$ cat src/frg_pkg.sv
// frg_pkg: shared constants, types and helpers for the fraction reducer
// used by frg_div, frg_dp, frg_ctrl and fraction_reduce_gcd; no dependencies
`default_nettype none

package frg_pkg;

  localparam int unsigned Width = 32;
  localparam int unsigned CntW  = $clog2(Width);

  typedef logic [Width-1:0] word_t;

  typedef enum logic [2:0] {
    ST_IDLE,
    ST_CHECK,
    ST_EUC_RUN,
    ST_NUM_RUN,
    ST_DEN_RUN,
    ST_DONE
  } state_e;

  typedef enum logic [1:0] {
    SRC_EUCLID,
    SRC_NUMER,
    SRC_DENOM
  } div_src_e;

  typedef struct packed {
    logic     load;
    logic     div_start;
    div_src_e div_src;
    logic     step;
    logic     store_qn;
    logic     store_qd;
  } cmd_t;

  typedef struct packed {
    logic both_zero;
    logic b_zero;
    logic div_done;
  } status_t;

  function automatic word_t mag_of(input word_t v);
    return v[Width-1] ? (~v + word_t'(1)) : v;
  endfunction

  function automatic word_t join_of(input logic neg, input word_t mag);
    return neg ? (~mag + word_t'(1)) : mag;
  endfunction

endpackage

`default_nettype wire

$ cat src/frg_div.sv
// frg_div: restoring unsigned divider, one quotient bit per cycle
// depends on frg_pkg
`default_nettype none

module frg_div (
  input  wire logic          clk_i,
  input  wire logic          rst_ni,
  input  wire logic          start_i,
  input  wire frg_pkg::word_t dividend_i,
  input  wire frg_pkg::word_t divisor_i,
  output logic               done_o,
  output frg_pkg::word_t     quo_o,
  output frg_pkg::word_t     rem_o
);

  logic                     busy_q, busy_d;
  logic                     done_q, done_d;
  logic [frg_pkg::CntW-1:0] cnt_q, cnt_d;
  frg_pkg::word_t           rem_q, rem_d;
  frg_pkg::word_t           quo_q, quo_d;
  frg_pkg::word_t           dvs_q, dvs_d;
  logic [frg_pkg::Width:0]  trial;

  assign trial = {rem_q, quo_q[frg_pkg::Width-1]} - {1'b0, dvs_q};

  always_comb begin
    busy_d = busy_q;
    done_d = 1'b0;
    cnt_d  = cnt_q;
    rem_d  = rem_q;
    quo_d  = quo_q;
    dvs_d  = dvs_q;
    if (start_i) begin
      busy_d = 1'b1;
      cnt_d  = frg_pkg::CntW'(frg_pkg::Width - 1);
      rem_d  = '0;
      quo_d  = dividend_i;
      dvs_d  = divisor_i;
    end else if (busy_q) begin
      if (!trial[frg_pkg::Width]) begin
        rem_d = trial[frg_pkg::Width-1:0];
        quo_d = {quo_q[frg_pkg::Width-2:0], 1'b1};
      end else begin
        rem_d = {rem_q[frg_pkg::Width-2:0], quo_q[frg_pkg::Width-1]};
        quo_d = {quo_q[frg_pkg::Width-2:0], 1'b0};
      end
      cnt_d = cnt_q - frg_pkg::CntW'(1);
      if (cnt_q == '0) begin
        busy_d = 1'b0;
        done_d = 1'b1;
      end
    end
  end

  always_ff @(posedge clk_i or negedge rst_ni) begin
    if (!rst_ni) begin
      busy_q <= 1'b0;
      done_q <= 1'b0;
      cnt_q  <= '0;
    end else begin
      busy_q <= busy_d;
      done_q <= done_d;
      cnt_q  <= cnt_d;
    end
  end

  always_ff @(posedge clk_i) begin
    rem_q <= rem_d;
    quo_q <= quo_d;
    dvs_q <= dvs_d;
  end

  assign done_o = done_q;
  assign quo_o  = quo_q;
  assign rem_o  = rem_q;

endmodule

`default_nettype wire

$ cat src/frg_dp.sv
// frg_dp: operand registers, euclid swap logic and output sign handling
// depends on frg_pkg and frg_div
`default_nettype none

module frg_dp (
  input  wire logic           clk_i,
  input  wire logic           rst_ni,
  input  wire frg_pkg::cmd_t  cmd_i,
  input  wire frg_pkg::word_t numer_in_i,
  input  wire frg_pkg::word_t denom_in_i,
  output frg_pkg::status_t    status_o,
  output frg_pkg::word_t      numer_out_o,
  output frg_pkg::word_t      denom_out_o,
  output logic                zero_over_zero_o
);

  logic           ns_q, ds_q, as_q, bs_q;
  frg_pkg::word_t nm_q, dm_q, am_q, bm_q, qn_q, qd_q;
  logic           zz_q;
  frg_pkg::word_t nm_in, dm_in;
  frg_pkg::word_t div_dividend, div_divisor, div_quo, div_rem;
  logic           div_done;
  logic           sn, sd;

  assign nm_in = frg_pkg::mag_of(numer_in_i);
  assign dm_in = frg_pkg::mag_of(denom_in_i);

  always_comb begin
    unique case (cmd_i.div_src)
      frg_pkg::SRC_EUCLID: begin
        div_dividend = am_q;
        div_divisor  = bm_q;
      end
      frg_pkg::SRC_NUMER: begin
        div_dividend = nm_q;
        div_divisor  = am_q;
      end
      frg_pkg::SRC_DENOM: begin
        div_dividend = dm_q;
        div_divisor  = am_q;
      end
      default: begin
        div_dividend = am_q;
        div_divisor  = bm_q;
      end
    endcase
  end

  frg_div u_div (
    .clk_i      (clk_i),
    .rst_ni     (rst_ni),
    .start_i    (cmd_i.div_start),
    .dividend_i (div_dividend),
    .divisor_i  (div_divisor),
    .done_o     (div_done),
    .quo_o      (div_quo),
    .rem_o      (div_rem)
  );

  always_ff @(posedge clk_i) begin
    if (cmd_i.load) begin
      ns_q <= numer_in_i[frg_pkg::Width-1];
      ds_q <= denom_in_i[frg_pkg::Width-1];
      nm_q <= nm_in;
      dm_q <= dm_in;
      as_q <= numer_in_i[frg_pkg::Width-1];
      bs_q <= denom_in_i[frg_pkg::Width-1];
      am_q <= nm_in;
      bm_q <= dm_in;
      zz_q <= (nm_in == '0) && (dm_in == '0);
    end else if (cmd_i.step) begin
      // remainder keeps the sign of the dividend
      as_q <= bs_q;
      bs_q <= as_q;
      am_q <= bm_q;
      bm_q <= div_rem;
    end
    if (cmd_i.store_qn) qn_q <= div_quo;
    if (cmd_i.store_qd) qd_q <= div_quo;
  end

  assign sn = (qn_q != '0) ? (ns_q ^ as_q) : 1'b0;
  assign sd = (qd_q != '0) ? (ds_q ^ as_q) : 1'b0;

  assign numer_out_o      = zz_q ? '0 : frg_pkg::join_of(sn, qn_q);
  assign denom_out_o      = zz_q ? '0 : frg_pkg::join_of(sd, qd_q);
  assign zero_over_zero_o = zz_q;

  assign status_o.both_zero = zz_q;
  assign status_o.b_zero    = (bm_q == '0);
  assign status_o.div_done  = div_done;

endmodule

`default_nettype wire

$ cat src/frg_ctrl.sv
// frg_ctrl: sequencer for euclid steps and the two final divisions
// depends on frg_pkg
`default_nettype none

module frg_ctrl (
  input  wire logic             clk_i,
  input  wire logic             rst_ni,
  input  wire logic             start,
  output logic                  busy,
  output logic                  valid_o,
  output frg_pkg::cmd_t         cmd_o,
  input  wire frg_pkg::status_t status_i
);

  frg_pkg::state_e state_q, state_d;

  always_comb begin
    state_d = state_q;
    unique case (state_q)
      frg_pkg::ST_IDLE: begin
        if (start) state_d = frg_pkg::ST_CHECK;
      end
      frg_pkg::ST_CHECK: begin
        if (status_i.both_zero) state_d = frg_pkg::ST_DONE;
        else if (status_i.b_zero) state_d = frg_pkg::ST_NUM_RUN;
        else state_d = frg_pkg::ST_EUC_RUN;
      end
      frg_pkg::ST_EUC_RUN: begin
        if (status_i.div_done) state_d = frg_pkg::ST_CHECK;
      end
      frg_pkg::ST_NUM_RUN: begin
        if (status_i.div_done) state_d = frg_pkg::ST_DEN_RUN;
      end
      frg_pkg::ST_DEN_RUN: begin
        if (status_i.div_done) state_d = frg_pkg::ST_DONE;
      end
      frg_pkg::ST_DONE: begin
        state_d = frg_pkg::ST_IDLE;
      end
      default: state_d = frg_pkg::ST_IDLE;
    endcase
  end

  always_comb begin
    cmd_o   = '0;
    cmd_o.div_src = frg_pkg::SRC_EUCLID;
    busy    = 1'b1;
    valid_o = 1'b0;
    unique case (state_q)
      frg_pkg::ST_IDLE: begin
        busy       = 1'b0;
        cmd_o.load = start;
      end
      frg_pkg::ST_CHECK: begin
        if (!status_i.both_zero) begin
          cmd_o.div_start = 1'b1;
          cmd_o.div_src   = status_i.b_zero ? frg_pkg::SRC_NUMER : frg_pkg::SRC_EUCLID;
        end
      end
      frg_pkg::ST_EUC_RUN: begin
        cmd_o.step = status_i.div_done;
      end
      frg_pkg::ST_NUM_RUN: begin
        cmd_o.store_qn  = status_i.div_done;
        cmd_o.div_start = status_i.div_done;
        cmd_o.div_src   = frg_pkg::SRC_DENOM;
      end
      frg_pkg::ST_DEN_RUN: begin
        cmd_o.store_qd = status_i.div_done;
      end
      frg_pkg::ST_DONE: begin
        valid_o = 1'b1;
      end
      default: begin
        busy = 1'b0;
      end
    endcase
  end

  always_ff @(posedge clk_i or negedge rst_ni) begin
    if (!rst_ni) begin
      state_q <= frg_pkg::ST_IDLE;
    end else begin
      state_q <= state_d;
    end
  end

  a_valid_then_idle: assert property (@(posedge clk_i) disable iff (!rst_ni)
    valid_o |=> !busy)
    else $error("result strobe not followed by idle");

  a_step_on_done: assert property (@(posedge clk_i) disable iff (!rst_ni)
    cmd_o.step |-> status_i.div_done)
    else $error("euclid step without divider result");

  a_load_to_check: assert property (@(posedge clk_i) disable iff (!rst_ni)
    cmd_o.load |=> (state_q == frg_pkg::ST_CHECK))
    else $error("load did not enter check state");

  a_valid_source: assert property (@(posedge clk_i) disable iff (!rst_ni)
    valid_o |-> ($past(state_q) == frg_pkg::ST_DEN_RUN) ||
                ($past(state_q) == frg_pkg::ST_CHECK))
    else $error("result strobe from unexpected state");

endmodule

`default_nettype wire

$ cat src/fraction_reduce_gcd.sv
// fraction_reduce_gcd: top level of the fraction reducer
// depends on frg_pkg, frg_ctrl, frg_dp (and frg_div below it)
//
// usage:
//   a request is taken at a rising edge with start high and busy low;
//   numer_in_i and denom_in_i are sampled at that edge
//   the result appears on numer_out_o, denom_out_o and zero_over_zero_o
//   for exactly one cycle with valid_o high; the receiver cannot stall
//   busy stays high from the accepted request until the strobe cycle ends
// timing:
//   one shared restoring divider, one quotient bit per cycle, does every
//   remainder and both final quotients, one use after another, so the
//   time to the strobe grows with the number k of euclid steps,
//   k up to about 46 at 32 bits;
//   zero over zero goes from the check state straight to the strobe
//   one request at a time; the next is taken the cycle after the strobe
// reset:
//   rst_ni low clears the sequencer to idle; any request in flight is lost
`default_nettype none

module fraction_reduce_gcd (
  input  wire logic           clk_i,
  input  wire logic           rst_ni,
  input  wire logic           start,
  output logic                busy,
  input  wire frg_pkg::word_t numer_in_i,
  input  wire frg_pkg::word_t denom_in_i,
  output logic                valid_o,
  output frg_pkg::word_t      numer_out_o,
  output frg_pkg::word_t      denom_out_o,
  output logic                zero_over_zero_o
);

  frg_pkg::cmd_t    cmd;
  frg_pkg::status_t status;

  frg_ctrl u_ctrl (
    .clk_i    (clk_i),
    .rst_ni   (rst_ni),
    .start    (start),
    .busy     (busy),
    .valid_o  (valid_o),
    .cmd_o    (cmd),
    .status_i (status)
  );

  frg_dp u_dp (
    .clk_i            (clk_i),
    .rst_ni           (rst_ni),
    .cmd_i            (cmd),
    .numer_in_i       (numer_in_i),
    .denom_in_i       (denom_in_i),
    .status_o         (status),
    .numer_out_o      (numer_out_o),
    .denom_out_o      (denom_out_o),
    .zero_over_zero_o (zero_over_zero_o)
  );

endmodule

`default_nettype wire
$ cat config.mk
export PLATFORM = sky130hd
export DESIGN_NAME = fraction_reduce_gcd
export DESIGN_NICKNAME = d
export VERILOG_FILES = /design/src/frg_pkg.sv /design/src/frg_div.sv /design/src/frg_dp.sv /design/src/frg_ctrl.sv /design/src/fraction_reduce_gcd.sv
export SDC_FILE = /design/constraint.sdc
export NUM_CORES = 1
export LEC_CHECK = 0
export BUFFER_PORTS_ARGS = -buffer_cell sky130_fd_sc_hd__buf_2
export CORE_ASPECT_RATIO = 1.5
export CORE_MARGIN = 3
export CORE_UTILIZATION = 45
export DETAILED_ROUTE_END_ITERATION = 10
export PLACE_DENSITY = 0.66
export SYNTH_ARGS = -nofsm -noshare
export SYNTH_HDL_FRONTEND = slang
export SYNTH_SLANG_ARGS = --single-unit
$ cat constraint.sdc
create_clock -name clk_i -period 6.7 [get_ports clk_i]
set_clock_uncertainty 0.1 [all_clocks]
set_input_delay 1.34 -clock clk_i [delete_from_list [all_inputs] [get_ports clk_i]]
set_output_delay 1.34 -clock clk_i [all_outputs]
set_load 0.01 [all_outputs]
==> flow_metrics.py, run 1 <==
metrics = {
    "synth": {
        "synth_fp_nets": 1840,
        "seq_area_frac_synth_pct": 51.1,
        "synthFlopType": "edfxtp_1",
        "syn_area_um2": 17100,
        "postSynthAreaPerCell_um2": 9.86,
        "yosys_warnings": 0,
        "synth.distinct_cells": 71,
        "synth-edff-count": 261,
        "ys_seq_elements": 303,
        "synthCells": 1731,
        "async_flop_share_pct": 3.30,
    },
    "clock_network": {
        "cts_root_buffer": "clkbuf_16",
        "cts_sinks": 303,
        "htreeDepth": 1,
        "cts_tree": "yes",
        "clk_pin_slew_ns": 0.06,
        "insertion_delay_ns": 0.54,
        "ctsLongestPathBuffers": 3,
        "numCtsBuffers": 28,
        "cts_resized": 0,
        "cts_setup_buffers": 0,
        "cts_hold_buf": 0,
    },
    "grt": {
        "grt_first_pass_wirelength_mm": 71.2,
        "grt_usage_pct": 22.6,
        "grt_start_max_net_pins": 97,
        "grt_overflow": 0,
        "antenna_found_initial": 0,
        "grt_pass1_vias": 12700,
    },
    "critical_path": {
        "cpPeakStageDelay_ns": 0.59,
        "slowest_stage": "or4_1",
        "cp_cell_sequence": "or4_1, nor3_1, and3_1, nand2_1, nor4_2, a31o_1, a21oi_1, xnor2_1, nor2_1, buf_2",
        "cp-start-kind": "register",
        "crit_start": "u_dp.qn_q[3]",
        "r2r-start": "u_dp.u_div.rem_o[4]",
        "cp.required_ns": 5.26,
        "critPathCaptureType": "primary output",
        "path_class": "register to primary output",
        "cp.arrival_ns": 4.18,
        "cp_max_fo": 12,
    },
    "floorplanning": {
        "die_h_um": 245,
        "die_area_um2": 40400,
        "core_um2": 37100,
        "io_pins": 134,
        "rows": 86,
        "start_util_pct": 46.0,
        "die_w_um": 165,
    },
    "route": {
        "drtIter0Drc": 954,
        "routed_wl_mm": 46.3,
        "drc": 0,
        "wl_met2_mm": 25.0,
        "detail-route-antenna-nets": 0,
        "m1WireLength_mm": 17.9,
        "viasPerCell": 5.72,
        "top_layer": "met4",
        "dr_total_vias": 13300,
        "drtPass1Iterations": 5,
        "wl_per_cell_um": 19.9,
        "route.met3.wl_mm": 1.75,
    },
    "sta": {
        "period_share_pct": 83.9,
        "period_minus_slack_ns": 5.62,
        "worst_slew_pin_slew_ns": 1.16,
        "setup_total_negative_slack_ns": 0,
        "fin_ws_ns": 1.08,
        "timing.hold.ws_ns": 0.373,
        "hold_viol_final": 0,
        "maxSlewViolCount": 0,
        "max_freq_ghz": 0.178,
        "rsz0062_at_grt": "no",
        "slew_headroom_pct": 22.6,
        "setup_viol": 0,
    },
    "hold_path": {
        "min_from": "u_dp.u_div.quo_o[18]",
        "hold_path_class": "register to register",
    },
    "pwr": {
        "power-per-cell-area_nw_per_um2": 447,
        "p_leak_nw": 7.42,
        "irDropWorstVdd_mv": 0.330,
    },
    "run_status": {
        "status": "finished, final reports clean",
    },
    "placed_design": {
        "post-place-ws_ns": 1.63,
        "dp_hpwl_mm": 35.3,
        "place.gp.congestion": 0.871,
        "port_buffers": 133,
    },
    "cells_and_area": {
        "area_delta_synth_final_pct": 12.4,
        "drive_above_1_share_pct": 13.6,
        "num-nets-final": 1932,
    },
    "job": {
        "maxCapViolCount": 0,
    },
}
==> Yosys cell counts (all sizes together) (3+ instances only) <==
library cell  number  area, um2
a2111oi            4       35.0
a211oi             4       30.0
a21boi             3       22.5
a21o              12       90.1
a21oi            111        556
a22oi             32        240
a31o               3       26.3
a31oi              9       56.3
and3               4       25.0
buf                9       43.8
clkbuf            78        293
dfrtp             10        250
dfxtp             32        641
edfxtp           261       7840
ha                41        513
inv              107        402
mux2              32        360
mux2i             23        230
nand2            208        781
nand2b            14       87.6
nand3             29        145
nand3b             3       22.5
nand4             17        106
nor2             154        578
nor2b              6       37.5
nor3              34        170
nor3b              5       37.5
nor4              27        181
o211ai             4       30.0
o21a               9       67.6
o21ai            166        831
o21bai             4       30.0
o31a               4       35.0
o31ai             31        238
o41ai             16        159
or2                5       31.3
or3               29        186
or4               20        158
xnor2             62        543
xor2              82        718
==> cells in the final DEF, fill, tap and decap left out, types with 5 or more instances in the layout <==
master / synthesis / final
nand2b_1: 14 / 13
nor2_1: 154 / 153
o21ai_1: 39 / 39
a22oi_1: 32 / 32
a21oi_1: 111 / 111
a21o_1: 12 / 12
or4_1: 18 / 18
clkbuf_16: 0 / 29
nor3b_1: 5 / 5
a31oi_1: 9 / 9
clkbuf_8: 0 / 9
nand2_1: 208 / 207
nand4_1: 17 / 17
dfrtp_1: 10 / 10
nor4_1: 25 / 25
buf_4: 0 / 16
o31ai_1: 30 / 30
inv_1: 106 / 105
ha_1: 41 / 40
xor2_1: 82 / 81
nor3_1: 34 / 32
dfxtp_1: 32 / 32
o21a_1: 9 / 9
mux2_2: 32 / 32
buf_2: 2 / 133
nand3_1: 29 / 29
nor2b_1: 6 / 6
o41ai_1: 15 / 15
edfxtp_1: 261 / 261
or3_1: 28 / 28
o21ai_0: 127 / 127
xnor2_1: 62 / 61
mux2i_1: 23 / 23
==> kinds of logic (layout without fill, tap and decap cells) <==
family / count (synthesis) / count (layout) / synth area share, %
mux: 55 / 55 / 3.46
simple gates: 564 / 564 / 15.4
xor+xnor: 144 / 144 / 7.39
buf+inv: 194 / 308 / 4.32
fa+ha+maj: 42 / 42 / 3.12
compound gates: 429 / 429 / 15.2
other cells: 0 / 1 / 0
flops: 303 / 303 / 51.1
==> cell type report <==
cell class                 count  area, um2
tap                          484        606
inverter                     107        402
sequential                   303       8730
fill                        3383      17900
timing repair buffer         149        786
clock inverter                11        148
multi-input combinational   1234       7650
antenna                        1       2.50
clock buffer                  41        861
==> critical path, delay by kind of cell, from the launching register on <==
kind / cells / cell delay (ns)
AO/OA/AOI/OAI: 2 / 0.68
XOR/XNOR: 1 / 0.17
buffers and inverters: 1 / 0.16
flip-flops: 1 / 0.45
AND/OR/NAND/NOR: 6 / 2.19
==> flip-flops by register name, summed over array words and instances, names as in the netlist, 3 cells and up <==
signal,flops
u_dp.qn_q,32
u_dp.am_q,32
u_dp.u_div.quo_o,32
u_dp.u_div.cnt_q,5
u_ctrl.state_q,3
u_dp.nm_q,32
u_dp.bm_q,32
u_dp.qd_q,32
u_dp.dm_q,32
u_dp.u_div.dvs_q,32
u_dp.u_div.rem_o,32
==> layer usage <==
layer  up-vias  track usage [%]
met1      6422             26.3
li1       6446                -
met2       366             42.7
met4         0             8.10
met5         -                0
met3        87             1.66
==> path summary, 6_finish.rpt <==
path                                        to  slack, ns  cells after the start
hold / removal                   u_dp.qn_q[18]       0.37                      0
min in group asynchronous    u_ctrl.state_q[2]       0.56                      1
max in group asynchronous    u_ctrl.state_q[1]       5.71                      1
hold reg to reg                  u_dp.qn_q[18]       0.37                      0
setup reg to reg           u_dp.u_div.rem_o[1]       2.51                     10
setup / recovery               numer_out_o[26]       1.08                     10
==> stage by stage <==
stage	cell area (um2)	util [%]	std cells	total power, mW
floorplan	17100	-	1731	5.76
global placement	18200	49.0	2277	6.82
detailed placement	18200	49.0	2277	6.89
CTS	19200	51.7	2329	8.60
global route	19200	51.7	2329	9.15
finish	19200	51.7	2330	8.58
==> power by group <==
part	total, mW	switching, mW	leakage [nW]	internal, mW
Clock	1.70	0.689	0.485	1.01
Combinational	3.76	2.34	4.09	1.42
Sequential	3.13	0.351	2.84	2.78
Total	8.58	3.38	7.42	5.21
(Power assumes the default switching activity.)
==> run 2: changes to the inputs <==
--- a/config.mk
+++ b/config.mk
@@ -10,7 +10,7 @@
 export CORE_MARGIN = 3
 export CORE_UTILIZATION = 45
 export DETAILED_ROUTE_END_ITERATION = 10
-export PLACE_DENSITY = 0.66
+export PLACE_DENSITY = 0.68
 export SYNTH_ARGS = -nofsm -noshare
 export SYNTH_HDL_FRONTEND = slang
 export SYNTH_SLANG_ARGS = --single-unit
==> constraint.sdc (replaced) <==
create_clock -name clk_i -period 4.7 [get_ports clk_i]
set_clock_uncertainty 0.1 [all_clocks]
set_input_delay 0.94 -clock clk_i [delete_from_list [all_inputs] [get_ports clk_i]]
set_output_delay 0.94 -clock clk_i [all_outputs]
set_load 0.01 [all_outputs]
==> flow_metrics.py, run 2 (same netlist as run 1, synthesis figures left out) <==
metrics = {
    "pwr": {
        "power-per-cell-area_nw_per_um2": 630,
        "p_leak_nw": 7.53,
        "irDropWorstVdd_mv": 0.507,
        "power_mw": 12.2,
    },
    "route": {
        "routed_wl_mm": 46.9,
        "wl_per_cell_um": 20.0,
        "viasPerCell": 5.73,
        "drtIter0Drc": 1018,
        "detail-route-antenna-nets": 0,
        "dr_total_vias": 13500,
        "drtPass1Iterations": 5,
        "drc": 0,
    },
    "placed_design": {
        "post-place-ws_ns": 0.286,
        "dp_cells": 2291,
        "place.gp.congestion": 0.897,
        "port_buffers": 133,
        "dp_hpwl_mm": 35.8,
    },
    "sta": {
        "setup_viol": 0,
        "slew_headroom_pct": 28.4,
        "period_minus_slack_ns": 4.63,
        "hold_viol_final": 0,
        "worst_slew_pin_slew_ns": 1.05,
        "maxSlewViolCount": 0,
        "rsz0062_at_grt": "yes",
        "period_share_pct": 98.5,
        "max_freq_ghz": 0.216,
        "fin_ws_ns": 0.0704,
    },
    "clock_network": {
        "clk_pin_slew_ns": 0.07,
        "htreeDepth": 1,
        "cts_tree": "yes",
        "numCtsBuffers": 29,
        "cts_root_buffer": "clkbuf_16",
        "cts_sinks": 303,
        "ctsLongestPathBuffers": 3,
        "cts_hold_buf": 0,
        "insertion_delay_ns": 0.56,
    },
    "grt": {
        "grt_first_pass_wirelength_mm": 71.6,
        "grt_start_max_net_pins": 77,
        "antenna_found_initial": 1,
        "grt_overflow": 0,
        "grt_pass1_vias": 12900,
        "grt_usage_pct": 22.6,
    },
    "critical_path": {
        "path_class": "register to primary output",
        "cp.required_ns": 3.66,
        "cp.arrival_ns": 3.59,
        "critPathCaptureType": "primary output",
        "slowest_stage": "or4_4",
        "cp_cell_sequence": "or3_4, or3b_4, or4_4, nor3_4, nand2_2, or3_4, o41ai_4, xor2_1, nor2_1, buf_2",
        "cpPeakStageDelay_ns": 0.47,
        "crit_top_cell": "or3_4",
        "cp-start-kind": "register",
        "cp_max_fo": 4,
    },
    "floorplanning": {
        "io_pins": 134,
        "die_h_um": 245,
        "start_util_pct": 46.0,
        "die_w_um": 165,
        "die_area_um2": 40400,
        "rows": 86,
        "core_um2": 37100,
    },
    "cells_and_area": {
        "final_common_cell": "edfxtp_1",
        "num-nets-final": 1953,
        "area_delta_synth_final_pct": 13.5,
        "antenna_cells": 0,
        "stdcell_count": 2351,
        "fillers": 3398,
        "drive_above_1_share_pct": 14.8,
        "layout_common_cells": "261 x edfxtp_1, 206 x nand2_1, 152 x nor2_1",
    },
    "run_status": {
        "status": "finished, final reports clean",
    },
    "hold_path": {
        "hold_path_class": "input pin to asynchronous set/reset pin",
    },
    "job": {
        "maxCapViolCount": 0,
    },
}
run 2: changes by cell type in the layout (fill, tap and decap cells not counted), moves of 2 or more:
cell and change:
buf_4 +19, clkinv_1 +10, or4_1 -2, or3_1 -3
nor3_1 -3, clkinvlp_4 -3, clkbuf_8 -9, or3_4 +3
nor3_4 +3, or4_4 +2, clkinv_2 +3
run 2: final timing paths:
check | start | to | slack (ns) | cells past startpoint
max reg2reg | u_dp.u_div.rem_o[4] | u_dp.u_div.rem_o[1] | 0.77 | 11
min | rst_ni | u_dp.u_div.done_o | 0.14 | 1
max | u_dp.qd_q[1] | denom_out_o[31] | 0.07 | 10
max in group asynchronous | rst_ni | u_ctrl.state_q[2] | 4.14 | 1
min reg2reg | u_dp.u_div.quo_o[8] | u_dp.qd_q[8] | 0.37 | 0
min in group clk_i | u_dp.u_div.quo_o[8] | u_dp.qd_q[8] | 0.37 | 0
run 2: critical path: cells and delay by family, from the launching register on:
kind	cells	cell delay, ns
xor gates and xnor gates	1	0.18
DFF	1	0.41
buffers and inverters	1	0.16
and+or+nand+nor	7	2.06
AOI/OAI and AO/OA	1	0.24
run 2: layer usage:
layer	global-route usage (%)	part of all wire, %
met4	8.32	4.0
met3	1.81	4.8
met2	42.4	53
met1	26.5	38
met5	0	0
run 2: repair_timing:
item / 4_1_cts / 5_1_grt
setup buffers: 0 / 6
setup endpoints to repair: 4 / 37
resized for setup: 5 / 15
pin swaps: 0 / 2
run 2: through the flow:
step / setup TNS [ns] / hold slack (ns) / instance area (um2) / util [%]
floorplan: 0 / 0.345 / 17100 / -
global placement: 0 / 0.356 / 18300 / 49.3
detailed placement: 0 / 0.365 / 18300 / 49.3
CTS: 0 / 0.132 / 19200 / 51.9
global route: -0.0456 / 0.139 / 19400 / 52.2
finish: 0 / 0.141 / 19400 / 52.2
run 2: area by class of cell:
type                            count  area, um2  area share, %
Multi-Input combinational cell   1234       7750           40.0
Timing Repair Buffer              169        948           4.90
Clock buffer                       32        737           3.80
Tap cell                          484        606           3.13
Inverter                          107        402           2.07
Clock inverter                     22        194           1.00
Sequential cell                   303       8730           45.1
run 2: report_power, final:
group | total (mW) | switching (mW) | leakage, nW | internal (mW)
clock network | 2.30 | 1.01 | 0.455 | 1.30
registers | 4.46 | 0.502 | 2.84 | 3.96
logic | 5.43 | 3.36 | 4.24 | 2.08
total | 12.2 | 4.86 | 7.53 | 7.33
